<file path="src/mrrm_pkg.sv">
// Package for the monotone run range maximum block.
// Shared constants, selector and direction codes, controller/datapath structs.
// No dependencies.
package mrrm_pkg;

  localparam int MAX_SAMPLES_DEF = 1024;
  localparam int VALUE_BITS_DEF  = 16;

  localparam logic [1:0] FUNC_START  = 2'd0;
  localparam logic [1:0] FUNC_APPEND = 2'd1;
  localparam logic [1:0] FUNC_QUERY  = 2'd2;

  typedef enum logic [1:0] {
    DIR_FLAT = 2'd0,
    DIR_UP   = 2'd1,
    DIR_DOWN = 2'd2
  } dir_t;

  typedef struct packed {
    logic load_start;
    logic load_append;
    logic q_start;
    logic out_bad;
    logic rd_first;
    logic rd_last;
    logic run0;
    logic runrd;
    logic cand;
    logic out_final;
  } ctl_cmd_t;

  typedef struct packed {
    logic q_bad;
    logic run_last;
  } dp_stat_t;

endpackage

</file>
<file path="src/mrrm_ctrl.sv">
// Controller for the monotone run range maximum block: handshakes and query sequencing.
// Depends on mrrm_pkg.
module mrrm_ctrl (
  input  logic                clk,
  input  logic                rst,
  input  logic                in_valid,
  output logic                in_stall,
  input  logic [1:0]          func,
  output logic                out_valid,
  input  logic                out_stall,
  input  mrrm_pkg::dp_stat_t  stat,
  output mrrm_pkg::ctl_cmd_t  cmd
);

  typedef enum logic [6:0] {
    S_IDLE   = 7'b0000001,
    S_RFIRST = 7'b0000010,
    S_RLAST  = 7'b0000100,
    S_RUN0   = 7'b0001000,
    S_CAND   = 7'b0010000,
    S_RUNRD  = 7'b0100000,
    S_FINAL  = 7'b1000000
  } state_t;

  state_t state, state_next;
  logic   out_valid_next;
  logic   accept;

  assign in_stall = (state != S_IDLE) || (out_valid && func == mrrm_pkg::FUNC_QUERY);
  assign accept   = in_valid && !in_stall;

  always_comb begin
    cmd        = '0;
    state_next = state;
    unique case (state)
      S_IDLE: begin
        cmd.load_start  = accept && func == mrrm_pkg::FUNC_START;
        cmd.load_append = accept && func == mrrm_pkg::FUNC_APPEND;
        cmd.q_start     = accept && func == mrrm_pkg::FUNC_QUERY;
        cmd.out_bad     = cmd.q_start && stat.q_bad;
        if (cmd.q_start && !stat.q_bad) begin
          state_next = S_RFIRST;
        end
      end
      S_RFIRST: begin
        cmd.rd_first = 1'b1;
        state_next   = S_RLAST;
      end
      S_RLAST: begin
        cmd.rd_last = 1'b1;
        state_next  = S_RUN0;
      end
      S_RUN0: begin
        cmd.run0   = 1'b1;
        state_next = S_CAND;
      end
      S_CAND: begin
        cmd.cand   = 1'b1;
        state_next = stat.run_last ? S_FINAL : S_RUNRD;
      end
      S_RUNRD: begin
        cmd.runrd  = 1'b1;
        state_next = S_CAND;
      end
      S_FINAL: begin
        cmd.out_final = 1'b1;
        state_next    = S_IDLE;
      end
      default: begin
        state_next = S_IDLE;
      end
    endcase
  end

  always_comb begin
    out_valid_next = out_valid;
    if (cmd.out_bad || cmd.out_final) begin
      out_valid_next = 1'b1;
    end else if (out_valid && !out_stall) begin
      out_valid_next = 1'b0;
    end
  end

  always_ff @(posedge clk) begin
    if (rst) begin
      state     <= S_IDLE;
      out_valid <= 1'b0;
    end else begin
      state     <= state_next;
      out_valid <= out_valid_next;
    end
  end

endmodule

</file>
<file path="config.mk">
export PLATFORM = sky130hd
export DESIGN_NAME = mrrm_ctrl
export DESIGN_NICKNAME = d
export VERILOG_FILES = /design/src/mrrm_pkg.sv /design/src/mrrm_ctrl.sv
export SDC_FILE = /design/constraint.sdc
export NUM_CORES = 1
export LEC_CHECK = 0
export ABC_CLOCK_PERIOD_IN_PS = 2200
export BUFFER_PORTS_ARGS = -buffer_cell sky130_fd_sc_hd__buf_2
export CORE_UTILIZATION = 35
export CTS_CLUSTER_DIAMETER = 50
export CTS_CLUSTER_SIZE = 30
export DETAILED_ROUTE_END_ITERATION = 10
export MAX_ROUTING_LAYER = met4
export SETUP_SLACK_MARGIN = 0.4
export SKIP_LAST_GASP = 1
export SLEW_MARGIN = 20
export SYNTH_ARGS = -nofsm -noshare
export SYNTH_HDL_FRONTEND = slang
export SYNTH_SLANG_ARGS = --single-unit
</file>
<file path="constraint.sdc">
create_clock -name clk -period 2.2 [get_ports clk]
set_clock_uncertainty 0.2 [all_clocks]
set_input_delay 0.44 -clock clk [delete_from_list [all_inputs] [get_ports clk]]
set_output_delay 0.44 -clock clk [all_outputs]
set_load 0.03 [all_outputs]
</file>
==> out/results.ini <==
[clock_network]
clkTransAtPathRegs_ps=60
clk_latency_ps=260
root_buffer=clkbuf_4
clock_path_buffers=2
cts_buffers=3
htree_levels=1
cts_sinks=8
cts_tree=done

[grt]
gr-total-overflow=0
antenna_found_initial=0
grt_pass1_vias=443
grt_max_degree=7
track_usage_pct=18.9
grt_first_pass_wirelength_mm=1.90

[place]
hpwl_um=761
place_congestion=0.789
io_buffer_count=19
placed_cells=86

[die]
fp-row-count=13
ios=20
die-area_um2=1590
core_area_um2=1320
start_util_pct=38.1
dieHeight_um=39.9
die_w_um=39.9

[worst_setup_path]
crit_type=flop to output pin
worst-path-buf-inv=1
cp_slowest_cell=dfxtp_4
start_kind=flop
crit_family=simple AND/OR/NAND/NOR gates
reg2reg_depth=7
crit_fanout=3
critical-path-max-stage-delay_ps=350
required_ps=1560
end_kind=output pin
r2r_slack_ps=350
path_cells=nor4_4 -> and4bb_4 -> nand2_4 -> nor4b_4 -> buf_6
r2r_start=state[4]
r2r-end=state[4]
cp.arrival_ps=1670

[power]
ir_worst_vdd_v=0.000322
power_density_nw_per_um2=380
p_leak_nw=0.409

[final_layout]
drive_gt1_share_pct=72.1
diodes=0
final_cells=101
fin_nets=96
syn_to_final_growth_pct=81.8
fillers=110
multi_input_area_um2=394
register_area_um2=170
layout_common_cells=buf_6 (17), buf_4 (9), buf_2 (8)
final_common_cell=buf_6

[timing]
setup_slack_ps=-108
max_freq_mhz=433
slew_viol_final=0
rsz0062_at_grt=true
slew_headroom_pct=83.5
hold_viol_final=0
fin_tns_setup_ps=-347
fin_crit_sh_pct=105
min_period_ps=2310
setup_violations=5
worst_pin_slew_ps=246

[job]
cap_viol_max_count=0

[synth]
ys_seq_area_share_pct=31.9
synthCells=51
synth_edf_count=0
syn-num-nets=59
yosysWarnings=0
async_reset_ff_share_pct=0
ys_ff_latch=8
syn_area_per_cell_um2=9.84
synth.cell_area_um2=502
ys_types=29
synthFlopType=dfxtp_1

[run_status]
violations=setup timing
outcome=finished, violations left

[drt]
final_antenna_net_count=0
vias_per_cell=5.13
drt_iter0_markers=10
firstDrtPassIters=3
vias=518
routedWlPerCell_um=12.6
routed_wl_mm=1.27
drc=0

[min_path]
hold_depth=2
holdPathEnd=state[5]
hp-start=stat[0]
hp-class=input port to flop

worst max path at each step:
stage,startpoint,end,slack (ps),cells after the start
after global placement,state[2],cmd[7],130,5
after floorplan,state[5],cmd[7],110,5
final,state[4],cmd[7],-110,5
after global routing,state[3],cmd[7],-200,5
after CTS,state[4],cmd[7],-90,5
after detailed placement,state[2],cmd[7],130,5
kinds of logic after synthesis:
logic type             count (synthesis)  synth area share, %
AO/OA/AOI/OAI                          5                 7.73
flip-flops                             8                 31.9
AND/OR/NAND/NOR                       32                 52.9
XOR/XNOR                               2                 3.49
buffers and inverters                  4                 3.99
area by class of cell:
type                       count  area share (%)
multi-input combinational     39            43.2
tap                           15            2.06
inverter                       2           0.823
timing repair buffer          34            32.8
sequential                     8            18.7
clock buffer                   3            2.47
metrics by stage:
step	hold slack, ps	util [%]	setup slack [ps]	cell area [µm²]	power, W
after floorplan	309	-	107	524	0.000190
after global placement	341	48.7	135	642	0.000214
after detailed placement	349	48.7	129	642	0.000214
after CTS	151	63.2	-86.7	833	0.000340
after global routing	138	69.2	-198	912	0.000368
final	153	69.2	-108	912	0.000346
per-layer routing:
metal  GRT usage [%]  up-vias  wire length [µm]
li1                -      266                 -
met1            22.2      237               619
met2            28.6       13               579
met3            8.52        2                65
met4            5.17        0                 7
met5               -        -                 0
state kept, by name, summed over array words and instances, names as in the netlist:
signal,count
state,7
out_valid,1
where the power goes:
part           switching (W)  leakage, nW  internal, W
sequential        0.00000385       0.0665     0.000146
combinational      0.0000416        0.329    0.0000424
clock              0.0000501       0.0138    0.0000624
total              0.0000956        0.409     0.000251
synth_stat cells (all sizes together), types with 2 or more instances:
library cell	instances	area, µm²
nor2	4	15.0
inv	2	7.51
and4b	3	32.5
nor2b	2	12.5
and4bb	3	41.3
and2	3	18.8
a21oi	3	18.8
nand2	3	18.8
buf	2	12.5
nor4b	2	32.5
dfxtp	8	160
nor3b	3	22.5
nor3	3	15.0
timing repair:
action / 4_1_cts / 5_1_grt
pin swaps: 6 / 6
setup endpoints to repair: 11 / 16
resized for setup: 29 / 16
setup buffers: 10 / 2
hold buffers: 0 / 0
No activity file was read; power rests on OpenSTA's default activity.
